**src/owbm_pkg.sv**
```systemverilog
package owbm_pkg;

	localparam int unsigned BITS_PER_BYTE = 8;
	localparam int unsigned CFG_W         = 10;
	localparam int unsigned NUM_CFG       = 8;
	localparam int unsigned CFG_IDX_W     = 3;

	localparam logic [2:0] REQ_TICK  = 3'd0;
	localparam logic [2:0] REQ_RESET = 3'd1;
	localparam logic [2:0] REQ_WRITE = 3'd2;
	localparam logic [2:0] REQ_READ  = 3'd3;
	localparam logic [2:0] REQ_TOUCH = 3'd4;

	localparam logic [CFG_IDX_W-1:0] CFG_RESET_LOW  = 3'd0;
	localparam logic [CFG_IDX_W-1:0] CFG_PRES_WAIT  = 3'd1;
	localparam logic [CFG_IDX_W-1:0] CFG_RESET_TAIL = 3'd2;
	localparam logic [CFG_IDX_W-1:0] CFG_SHORT_LOW  = 3'd3;
	localparam logic [CFG_IDX_W-1:0] CFG_W0_LOW     = 3'd4;
	localparam logic [CFG_IDX_W-1:0] CFG_W1_TAIL    = 3'd5;
	localparam logic [CFG_IDX_W-1:0] CFG_RD_SAMPLE  = 3'd6;
	localparam logic [CFG_IDX_W-1:0] CFG_RD_TAIL    = 3'd7;

	localparam logic [CFG_W-1:0] CFG_RESET_VAL [NUM_CFG] = '{
		10'd480, 10'd60, 10'd420, 10'd1, 10'd60, 10'd60, 10'd15, 10'd45
	};

	typedef enum logic [2:0] {
		OP_NONE  = 3'd0,
		OP_RESET = 3'd1,
		OP_WRITE = 3'd2,
		OP_READ  = 3'd3,
		OP_TOUCH = 3'd4
	} op_t;

	// One classified word as it travels from the front to the engine.
	typedef struct packed {
		logic       is_cmd;
		op_t        op;
		logic [7:0] tx;
		logic       line;
	} item_t;

endpackage

```
**src/one_wire_bus_master.sv**
```systemverilog
// One-wire bus master timed in ticks. Each input word is either a tick (req_type 0, or an
// unused code 5 to 7) that samples line_level and advances the slot timer by one, or a
// command (reset with presence sampling, write, read or touch of a byte sent LSB first)
// that starts an operation when idle and is flagged as rejected when busy. Every input word
// yields exactly one result word, in order, carrying the drive level to hold until the next
// tick, the busy flag, and on the finishing tick the done pulse with the presence result or
// the received byte. Slot lengths come from eight 10-bit registers written through the
// cfg port, which the user must write only while the block is idle; the block itself
// does not enforce this. A register value of 0 or 1 lasts one tick. Words enter a small
// queue and a phase sequencer retires one word per clock while the output is not stalled,
// so the block then sustains one word per cycle; each result waits in an output register.
module one_wire_bus_master import owbm_pkg::*; #(
	parameter int unsigned QUEUE_DEPTH = 4
) (
	input  logic                 clk,
	input  logic                 arst_n,
	input  logic                 cfg_we,
	input  logic [CFG_IDX_W-1:0] cfg_idx,
	input  logic [CFG_W-1:0]     cfg_wdata,
	input  logic                 in_valid,
	output logic                 in_ready,
	input  logic [2:0]           req_type,
	input  logic [7:0]           tx_byte,
	input  logic                 line_level,
	output logic                 out_valid,
	input  logic                 out_ready,
	output logic                 drive_low,
	output logic                 busy_res,
	output logic                 done_res,
	output logic                 no_presence,
	output logic [7:0]           rx_byte,
	output logic                 rejected
);

	item_t push_item;
	item_t head;
	logic  push;
	logic  full;
	logic  pop;
	logic  not_empty;

	owbm_front u_front (
		.in_valid   (in_valid),
		.in_ready   (in_ready),
		.req_type   (req_type),
		.tx_byte    (tx_byte),
		.line_level (line_level),
		.q_full     (full),
		.q_push     (push),
		.q_item     (push_item)
	);

	owbm_queue #(
		.DEPTH (QUEUE_DEPTH)
	) u_queue (
		.clk       (clk),
		.arst_n    (arst_n),
		.push      (push),
		.push_item (push_item),
		.full      (full),
		.pop       (pop),
		.not_empty (not_empty),
		.head      (head)
	);

	owbm_engine u_engine (
		.clk         (clk),
		.arst_n      (arst_n),
		.cfg_we      (cfg_we),
		.cfg_idx     (cfg_idx),
		.cfg_wdata   (cfg_wdata),
		.q_not_empty (not_empty),
		.q_head      (head),
		.q_pop       (pop),
		.out_valid   (out_valid),
		.out_ready   (out_ready),
		.drive_low   (drive_low),
		.busy_res    (busy_res),
		.done_res    (done_res),
		.no_presence (no_presence),
		.rx_byte     (rx_byte),
		.rejected    (rejected)
	);

endmodule

```
**src/owbm_front.sv**
```systemverilog
module owbm_front import owbm_pkg::*; (
	input  logic       in_valid,
	output logic       in_ready,
	input  logic [2:0] req_type,
	input  logic [7:0] tx_byte,
	input  logic       line_level,
	input  logic       q_full,
	output logic       q_push,
	output item_t      q_item
);

	assign in_ready = ~q_full;
	assign q_push   = in_valid & ~q_full;

	// Unused request codes are folded into plain ticks here.
	always_comb begin
		q_item.tx   = tx_byte;
		q_item.line = line_level;
		unique case (req_type)
			REQ_RESET: begin
				q_item.is_cmd = 1'b1;
				q_item.op     = OP_RESET;
			end
			REQ_WRITE: begin
				q_item.is_cmd = 1'b1;
				q_item.op     = OP_WRITE;
			end
			REQ_READ: begin
				q_item.is_cmd = 1'b1;
				q_item.op     = OP_READ;
			end
			REQ_TOUCH: begin
				q_item.is_cmd = 1'b1;
				q_item.op     = OP_TOUCH;
			end
			default: begin
				q_item.is_cmd = 1'b0;
				q_item.op     = OP_NONE;
			end
		endcase
	end

endmodule

```
**src/owbm_queue.sv**
```systemverilog
module owbm_queue import owbm_pkg::*; #(
	parameter int unsigned DEPTH = 4
) (
	input  logic  clk,
	input  logic  arst_n,
	input  logic  push,
	input  item_t push_item,
	output logic  full,
	input  logic  pop,
	output logic  not_empty,
	output item_t head
);

	localparam int unsigned PTR_W = $clog2(DEPTH);
	localparam int unsigned CNT_W = $clog2(DEPTH + 1);
	localparam logic [PTR_W-1:0] LAST_PTR = PTR_W'(DEPTH - 1);
	localparam logic [CNT_W-1:0] FULL_CNT = CNT_W'(DEPTH);

	item_t            mem_q [DEPTH];
	logic [PTR_W-1:0] wr_ptr_q;
	logic [PTR_W-1:0] rd_ptr_q;
	logic [CNT_W-1:0] count_q;
	logic             do_push;
	logic             do_pop;

	assign full      = (count_q == FULL_CNT);
	assign not_empty = (count_q != '0);
	assign head      = mem_q[rd_ptr_q];
	assign do_push   = push & ~full;
	assign do_pop    = pop & not_empty;

	always_ff @(posedge clk) begin
		if (do_push) begin
			mem_q[wr_ptr_q] <= push_item;
		end
	end

	always_ff @(posedge clk or negedge arst_n) begin
		if (!arst_n) begin
			wr_ptr_q <= '0;
			rd_ptr_q <= '0;
			count_q  <= '0;
		end else begin
			if (do_push) begin
				wr_ptr_q <= (wr_ptr_q == LAST_PTR) ? '0 : wr_ptr_q + PTR_W'(1);
			end
			if (do_pop) begin
				rd_ptr_q <= (rd_ptr_q == LAST_PTR) ? '0 : rd_ptr_q + PTR_W'(1);
			end
			if (do_push && !do_pop) begin
				count_q <= count_q + CNT_W'(1);
			end else if (do_pop && !do_push) begin
				count_q <= count_q - CNT_W'(1);
			end
		end
	end

endmodule

```
**src/owbm_engine.sv**
```systemverilog
module owbm_engine import owbm_pkg::*; (
	input  logic                 clk,
	input  logic                 arst_n,
	input  logic                 cfg_we,
	input  logic [CFG_IDX_W-1:0] cfg_idx,
	input  logic [CFG_W-1:0]     cfg_wdata,
	input  logic                 q_not_empty,
	input  item_t                q_head,
	output logic                 q_pop,
	output logic                 out_valid,
	input  logic                 out_ready,
	output logic                 drive_low,
	output logic                 busy_res,
	output logic                 done_res,
	output logic                 no_presence,
	output logic [7:0]           rx_byte,
	output logic                 rejected
);

	typedef enum logic [3:0] {
		PH_IDLE, PH_RLOW, PH_RWAIT, PH_RTAIL, PH_W1LOW, PH_W1TAIL,
		PH_W0LOW, PH_W0REC, PH_RDLOW, PH_RDWAIT, PH_RDTAIL
	} phase_t;

	logic [CFG_W-1:0] cfg_q [NUM_CFG];

	phase_t           phase_q, n_phase;
	op_t              op_q, n_op;
	logic [CFG_W-1:0] timer_q, n_timer;
	logic [2:0]       bit_q, n_bit;
	logic [7:0]       tx_q, n_tx;
	logic [7:0]       rx_q, n_rx;
	logic             pres_q, n_pres;

	logic             out_valid_q;
	logic             drive_q, busy_q, done_q, nopres_q, rej_q;
	logic [7:0]       rxo_q;

	logic             n_done, n_rej, n_nopres;
	logic [7:0]       n_rxo;
	logic             step;

	// Picks the first phase of a bit slot from the operation and the bit to send.
	function automatic phase_t slot_phase(op_t op, logic b);
		phase_t ph;
		if (op == OP_READ || (op == OP_TOUCH && b)) begin
			ph = PH_RDLOW;
		end else if (b) begin
			ph = PH_W1LOW;
		end else begin
			ph = PH_W0LOW;
		end
		return ph;
	endfunction

	function automatic logic is_low(phase_t ph);
		return (ph == PH_RLOW) || (ph == PH_W1LOW) || (ph == PH_W0LOW) || (ph == PH_RDLOW);
	endfunction

	assign step  = q_not_empty & (~out_valid_q | out_ready);
	assign q_pop = step;

	always_ff @(posedge clk or negedge arst_n) begin
		if (!arst_n) begin
			for (int i = 0; i < NUM_CFG; i++) begin
				cfg_q[i] <= CFG_RESET_VAL[i];
			end
		end else if (cfg_we) begin
			cfg_q[cfg_idx] <= cfg_wdata;
		end
	end

	always_comb begin
		n_phase  = phase_q;
		n_op     = op_q;
		n_timer  = timer_q;
		n_bit    = bit_q;
		n_tx     = tx_q;
		n_rx     = rx_q;
		n_pres   = pres_q;
		n_done   = 1'b0;
		n_rej    = 1'b0;
		n_nopres = 1'b0;
		n_rxo    = '0;

		if (q_head.is_cmd) begin
			if (phase_q != PH_IDLE) begin
				n_rej = 1'b1;
			end else begin
				n_op  = q_head.op;
				n_bit = '0;
				n_tx  = q_head.tx;
				n_rx  = '0;
				if (q_head.op == OP_RESET) begin
					n_pres  = 1'b0;
					n_phase = PH_RLOW;
					n_timer = cfg_q[CFG_RESET_LOW];
				end else begin
					n_phase = slot_phase(q_head.op, q_head.tx[0]);
					n_timer = (n_phase == PH_W0LOW) ? cfg_q[CFG_W0_LOW] : cfg_q[CFG_SHORT_LOW];
				end
			end
		end else if (phase_q != PH_IDLE) begin
			if (timer_q > CFG_W'(1)) begin
				n_timer = timer_q - CFG_W'(1);
			end else begin
				unique case (phase_q)
					PH_RLOW: begin
						n_phase = PH_RWAIT;
						n_timer = cfg_q[CFG_PRES_WAIT];
					end
					PH_RWAIT: begin
						n_pres  = q_head.line;
						n_phase = PH_RTAIL;
						n_timer = cfg_q[CFG_RESET_TAIL];
					end
					PH_RTAIL: begin
						n_phase  = PH_IDLE;
						n_timer  = '0;
						n_done   = 1'b1;
						n_nopres = pres_q;
					end
					PH_W1LOW: begin
						n_phase = PH_W1TAIL;
						n_timer = cfg_q[CFG_W1_TAIL];
					end
					PH_W0LOW: begin
						n_phase = PH_W0REC;
						n_timer = cfg_q[CFG_SHORT_LOW];
					end
					PH_RDLOW: begin
						n_phase = PH_RDWAIT;
						n_timer = cfg_q[CFG_RD_SAMPLE];
					end
					PH_RDWAIT: begin
						if (q_head.line) begin
							n_rx = rx_q | 8'h80;
						end
						n_phase = PH_RDTAIL;
						n_timer = cfg_q[CFG_RD_TAIL];
					end
					PH_W1TAIL, PH_W0REC, PH_RDTAIL: begin
						// End of a bit slot: finish the byte or start the next slot.
						n_tx = tx_q >> 1;
						if (bit_q == 3'(BITS_PER_BYTE - 1)) begin
							n_phase = PH_IDLE;
							n_timer = '0;
							n_done  = 1'b1;
							if (op_q == OP_READ || op_q == OP_TOUCH) begin
								n_rxo = rx_q;
							end
						end else begin
							n_bit = bit_q + 3'd1;
							if (op_q == OP_READ || op_q == OP_TOUCH) begin
								n_rx = rx_q >> 1;
							end
							n_phase = slot_phase(op_q, n_tx[0]);
							n_timer = (n_phase == PH_W0LOW) ? cfg_q[CFG_W0_LOW]
							                                : cfg_q[CFG_SHORT_LOW];
						end
					end
					default: begin
						n_phase = PH_IDLE;
						n_timer = '0;
					end
				endcase
			end
		end

		if (q_head.is_cmd && phase_q == PH_IDLE && q_head.op != OP_RESET &&
		    (q_head.op == OP_READ || q_head.op == OP_TOUCH)) begin
			n_rx = '0;
		end
	end

	always_ff @(posedge clk or negedge arst_n) begin
		if (!arst_n) begin
			phase_q     <= PH_IDLE;
			op_q        <= OP_NONE;
			timer_q     <= '0;
			bit_q       <= '0;
			tx_q        <= '0;
			rx_q        <= '0;
			pres_q      <= 1'b0;
			out_valid_q <= 1'b0;
			drive_q     <= 1'b0;
			busy_q      <= 1'b0;
			done_q      <= 1'b0;
			nopres_q    <= 1'b0;
			rej_q       <= 1'b0;
			rxo_q       <= '0;
		end else begin
			if (step) begin
				phase_q     <= n_phase;
				op_q        <= n_op;
				timer_q     <= n_timer;
				bit_q       <= n_bit;
				tx_q        <= n_tx;
				rx_q        <= n_rx;
				pres_q      <= n_pres;
				out_valid_q <= 1'b1;
				drive_q     <= is_low(n_phase);
				busy_q      <= (n_phase != PH_IDLE);
				done_q      <= n_done;
				nopres_q    <= n_nopres;
				rej_q       <= n_rej;
				rxo_q       <= n_rxo;
			end else if (out_ready) begin
				out_valid_q <= 1'b0;
			end
		end
	end

	assign out_valid   = out_valid_q;
	assign drive_low   = drive_q;
	assign busy_res    = busy_q;
	assign done_res    = done_q;
	assign no_presence = nopres_q;
	assign rx_byte     = rxo_q;
	assign rejected    = rej_q;

endmodule

```
**config.mk**
```make
export PLATFORM = sky130hd
export DESIGN_NAME = one_wire_bus_master
export DESIGN_NICKNAME = d
export VERILOG_FILES = /design/src/owbm_pkg.sv /design/src/one_wire_bus_master.sv /design/src/owbm_front.sv /design/src/owbm_queue.sv /design/src/owbm_engine.sv
export SDC_FILE = /design/constraint.sdc
export NUM_CORES = 1
export LEC_CHECK = 0
export BUFFER_PORTS_ARGS = -buffer_cell sky130_fd_sc_hd__buf_4
export CAP_MARGIN = 20
export CORE_MARGIN = 3
export CORE_UTILIZATION = 62
export DETAILED_ROUTE_END_ITERATION = 7
export PLACE_DENSITY = 0.8
export SLEW_MARGIN = 0
export SYNTH_ARGS = -nofsm -noshare
export SYNTH_HDL_FRONTEND = slang
export SYNTH_HIERARCHICAL = 1
export SYNTH_SLANG_ARGS = --single-unit
```
**constraint.sdc**
```tcl
create_clock -name clk -period 3.5 [get_ports clk]
set_input_delay 0.7 -clock clk [delete_from_list [all_inputs] [get_ports clk]]
set_output_delay 0.7 -clock clk [all_outputs]
set_load 0.03 [all_outputs]
```
==> key figures <==
Outcome
  – Status: complete, no violations

Yosys
  – Post-synth EDFFs: 52
  – Synthesized area per cell: about 12 µm²
  – FFs w/ async S/R, synth: between 70% and 80%
  – Yosys warnings: 6
  – Post-synthesis cell type count: 80
  – Cell count after synthesis: 751
  – Dominant synthesized flop cell: dfrtp_1
  – Register area share after synthesis: a little over half
  – Synthesized area: slightly above 0.009 mm²
  – Syn Nets: between 700 and 800
  – FF+latch count, synth: approximately 190

Timing
  – # setup viols final: 0
  – Final hold violation count: 0
  – RSZ-0062 raised after global routing: false
  – Hold_ws: approximately 0.29 ns
  – Setup TNS: 0 ns
  – Worst Max-Slew Pin Slew: 1.05 ns
  – Layout Skew: ~0.0091 ns
  – Fmax: approximately 0.31 GHz
  – Normalized max-slew margin: between 20 and 30%
  – Period utilization: 90.8%
  – Fin. max-slew vios: 0
  – Post-route minimum period: approximately 3.2 ns

Global routing
  – Remaining global-route overflow: 0
  – Pin count of the biggest net entering global routing: 79
  – Number of global-route vias before repair: roughly 6400
  – GRT Overall Usage: ~29%
  – First-pass GRT wire length: between 30 and 40 mm
  – Initial antenna violation count: 0

Detailed routing
  – WL final: between 20 and 25 mm
  – Drt pass-1 iters: 5
  – Met3 WL: ~1.7 mm
  – Via density: approximately 6.6
  – Post-route ant nets: 0
  – Via count of the routed design: around 6400
  – Starting DRC count in detailed routing: between 700 and 800
  – Number of remaining DRC errors: 0
  – Routed wire per std cell: between 20 and 25 µm
  – Post-Route M1 WL: between 9 and 10 mm
  – Routed wl met2: roughly 11 mm
  – Max Used Layer: met4

Die
  – Die Ht: about 130 µm
  – Initial core utilization: between 60% and 70%
  – Die Footprint: 0.0165 mm²
  – Core box area: between 0.01 and 0.015 mm²
  – Io pins: 45
  – Rows: 44
  – Die width: between 100 and 150 µm

Final layout
  – Fin cells: 982
  – Area delta synth->final: 11.2%
  – Layout cell share with drive strength beyond 1: around a third
  – Fill cells: approximately 1000
  – Ant. Diodes: 0
  – Final net count: 829

Setup path
  – Crit path kind: reg2reg
  – Worst-path fanout max: 15
  – Data required, critical path: 3.83 ns
  – Worst Setup End Kind: flop
  – Arrival @ worst endpoint: between 3 and 4 ns
  – Startpoint Class: flop

Place
  – Placed insts: 950
  – Dpl hpwl: about 15 mm
  – I/O Buffers: 44
  – GPL Wtd Cong: ~0.9

CTS
  – Longest Clk Path Bufs: 2
  – CTS Hold Bufs: 0
  – Sink Count: about 190
  – Clock transition at path regs: 0.07 ns
  – Post-CTS sizing: 0
  – Worst skew pair latency: about 0.43 ns
  – Root Driver: clkbuf_16
  – Post-CTS Setup Bufs: 0
  – CTS tree: done
  – H-Tree Depth: 4
  – TritonCTS buffer count: 17

Worst hold path
  – Tightest Hold Check Type: in2async

Power and ir drop
  – LEAKAGE: around 4.2 nW
  – Peak supply drop: between 0.0005 and 0.0006 V
  – Power Density: between 800 and 900 mW/mm²

Flow run
  – Max-cap violations: 0
[through the flow]
step / util [%] / worst slack [ns] / instance area, µm² / total power (W)
after floorplan: - / 0.840 / 9320 / 0.00579
after global placement: 67.0 / 0.524 / 9810 / 0.00669
after detailed placement: 67.0 / 0.388 / 9810 / 0.00684
after CTS: 70.8 / 0.354 / 10400 / 0.00870
after global routing: 70.8 / 0.0728 / 10400 / 0.00922
final: 70.8 / 0.321 / 10400 / 0.00871
[worst max-delay path, cell delays in order (launching register included)]
cell      delay (ns)
dfrtp_1         0.78
mux4_2          0.46
and3b_1         0.30
o21ai_0         0.43
a211oi_1        0.15
o21bai_1        0.72
nand2_1         0.14
o31ai_1         0.10
[area by class of cell]
| cell class | instances | area [µm²] | share of cell area, % |
|---|---|---|---|
| inverter | 19 | 71.3 | 0.688 |
| multi-input combinational | 493 | 3980 | 38.4 |
| clock buffer | 18 | 429 | 4.14 |
| clock inverter | 14 | 131 | 1.27 |
| tap | 184 | 230 | 2.22 |
| sequential | 189 | 5030 | 48.5 |
| timing repair buffer | 65 | 504 | 4.86 |
[power breakdown]
part,switching (W),internal (W),total [W]
Clock,0.000902,0.000940,0.00184
Sequential,0.000445,0.00289,0.00333
Combinational,0.00208,0.00146,0.00354
[layout by cell type (no fill, tap or decap), types with 4 or more instances in the layout]
cell | Yosys | routed
dfstp_2 | 29 | 29
o31ai_1 | 10 | 10
o22ai_1 | 6 | 6
a211oi_1 | 5 | 5
ha_1 | 13 | 13
o221ai_1 | 4 | 4
nand4b_1 | 4 | 4
nor3_1 | 6 | 6
and3b_1 | 4 | 4
inv_1 | 18 | 18
xor2_1 | 4 | 4
mux2i_1 | 21 | 21
nor2_1 | 35 | 35
edfxtp_1 | 52 | 52
inv_8 | 0 | 5
a21oi_1 | 31 | 31
buf_4 | 9 | 63
xnor2_1 | 4 | 4
nand2b_1 | 5 | 5
nand3b_1 | 5 | 5
a32oi_1 | 9 | 9
a22oi_1 | 9 | 9
and2_1 | 5 | 5
nor3b_1 | 6 | 6
a2bb2oi_1 | 5 | 5
o211ai_1 | 4 | 4
nand3_1 | 12 | 12
nor2b_1 | 11 | 11
mux4_2 | 13 | 13
nor4_1 | 4 | 4
dfrtp_1 | 108 | 108
nand2_1 | 53 | 53
a22o_1 | 9 | 9
clkbuf_16 | 0 | 17
o21ai_0 | 36 | 36
mux2_2 | 96 | 96
[state kept, by name, indices dropped and copies added, names as in the netlist, 4 cells and up]
register          cells
u_queue/mem_q        52
u_engine/tx_q         7
u_engine/phase_q      4
u_engine/rx_byte      8
u_engine/timer_q     10
u_engine/rx_q         8
u_engine/cfg_q       80
[layer usage]
| metal | GRT usage (%) | vias up |
|---|---|---|
| met5 | 0 | - |
| met4 | 7.91 | 0 |
| met3 | 6.06 | 35 |
| met2 | 44.5 | 256 |
| met1 | 41.5 | 3271 |
| li1 | - | 2876 |
[worst paths after layout]
check	slack, ns	to	cells past startpoint	from
max in group asynchronous	2.41	u_engine/cfg_q[64]$_DFFE_PN1P_	2	arst_n
hold reg to reg	0.49	u_engine/rejected$_DFFE_PN0P_	2	u_engine/rejected$_DFFE_PN0P_
hold / removal	0.29	u_engine/cfg_q[51]$_DFFE_PN0P_	1	arst_n
setup / recovery	0.32	u_engine/rx_q[1]$_DFFE_PN0P_	7	u_queue/rd_ptr_q[1]$_DFFE_PN0P_
setup reg to reg	0.32	u_engine/rx_q[1]$_DFFE_PN0P_	7	u_queue/rd_ptr_q[1]$_DFFE_PN0P_
min in group clk	0.46	u_queue/mem_q[2][7]$_DFFE_PP_	1	tx_byte[6]
[cells by family (layout without fill, tap and decap cells)]
family,Yosys count,count (layout),synth area share [%]
compound gates,160,160,11.6
xor+xnor,8,8,0.751
fa+ha+maj,14,14,1.96
buf+inv,69,116,3.42
flops,189,189,53.9
mux,132,132,17.3
simple gates,179,179,11.0
[Yosys cell counts, types with 6 or more instances]
master | instances | area share (%)
mux2i_1 | 21 | 2.3
nor3_1 | 6 | 0.32
nand3_1 | 12 | 0.64
buf_2 | 8 | 0.43
clkbuf_1 | 24 | 0.97
a22o_1 | 9 | 0.85
dfrtp_1 | 108 | 29
o22ai_1 | 6 | 0.40
a21oi_1 | 31 | 1.7
edfxtp_1 | 52 | 17
a22oi_1 | 9 | 0.72
nor2b_1 | 11 | 0.74
ha_1 | 13 | 1.7
mux4_2 | 13 | 3.1
mux2_2 | 96 | 12
nand2_1 | 53 | 2.1
buf_4 | 9 | 0.72
buf_1 | 6 | 0.24
dfstp_2 | 29 | 8.2
nor3b_1 | 6 | 0.48
inv_1 | 18 | 0.72
o31ai_1 | 10 | 0.81
a32oi_1 | 9 | 0.85
o21ai_0 | 36 | 1.9
nor2_1 | 35 | 1.4
(Power assumes the default switching activity.)
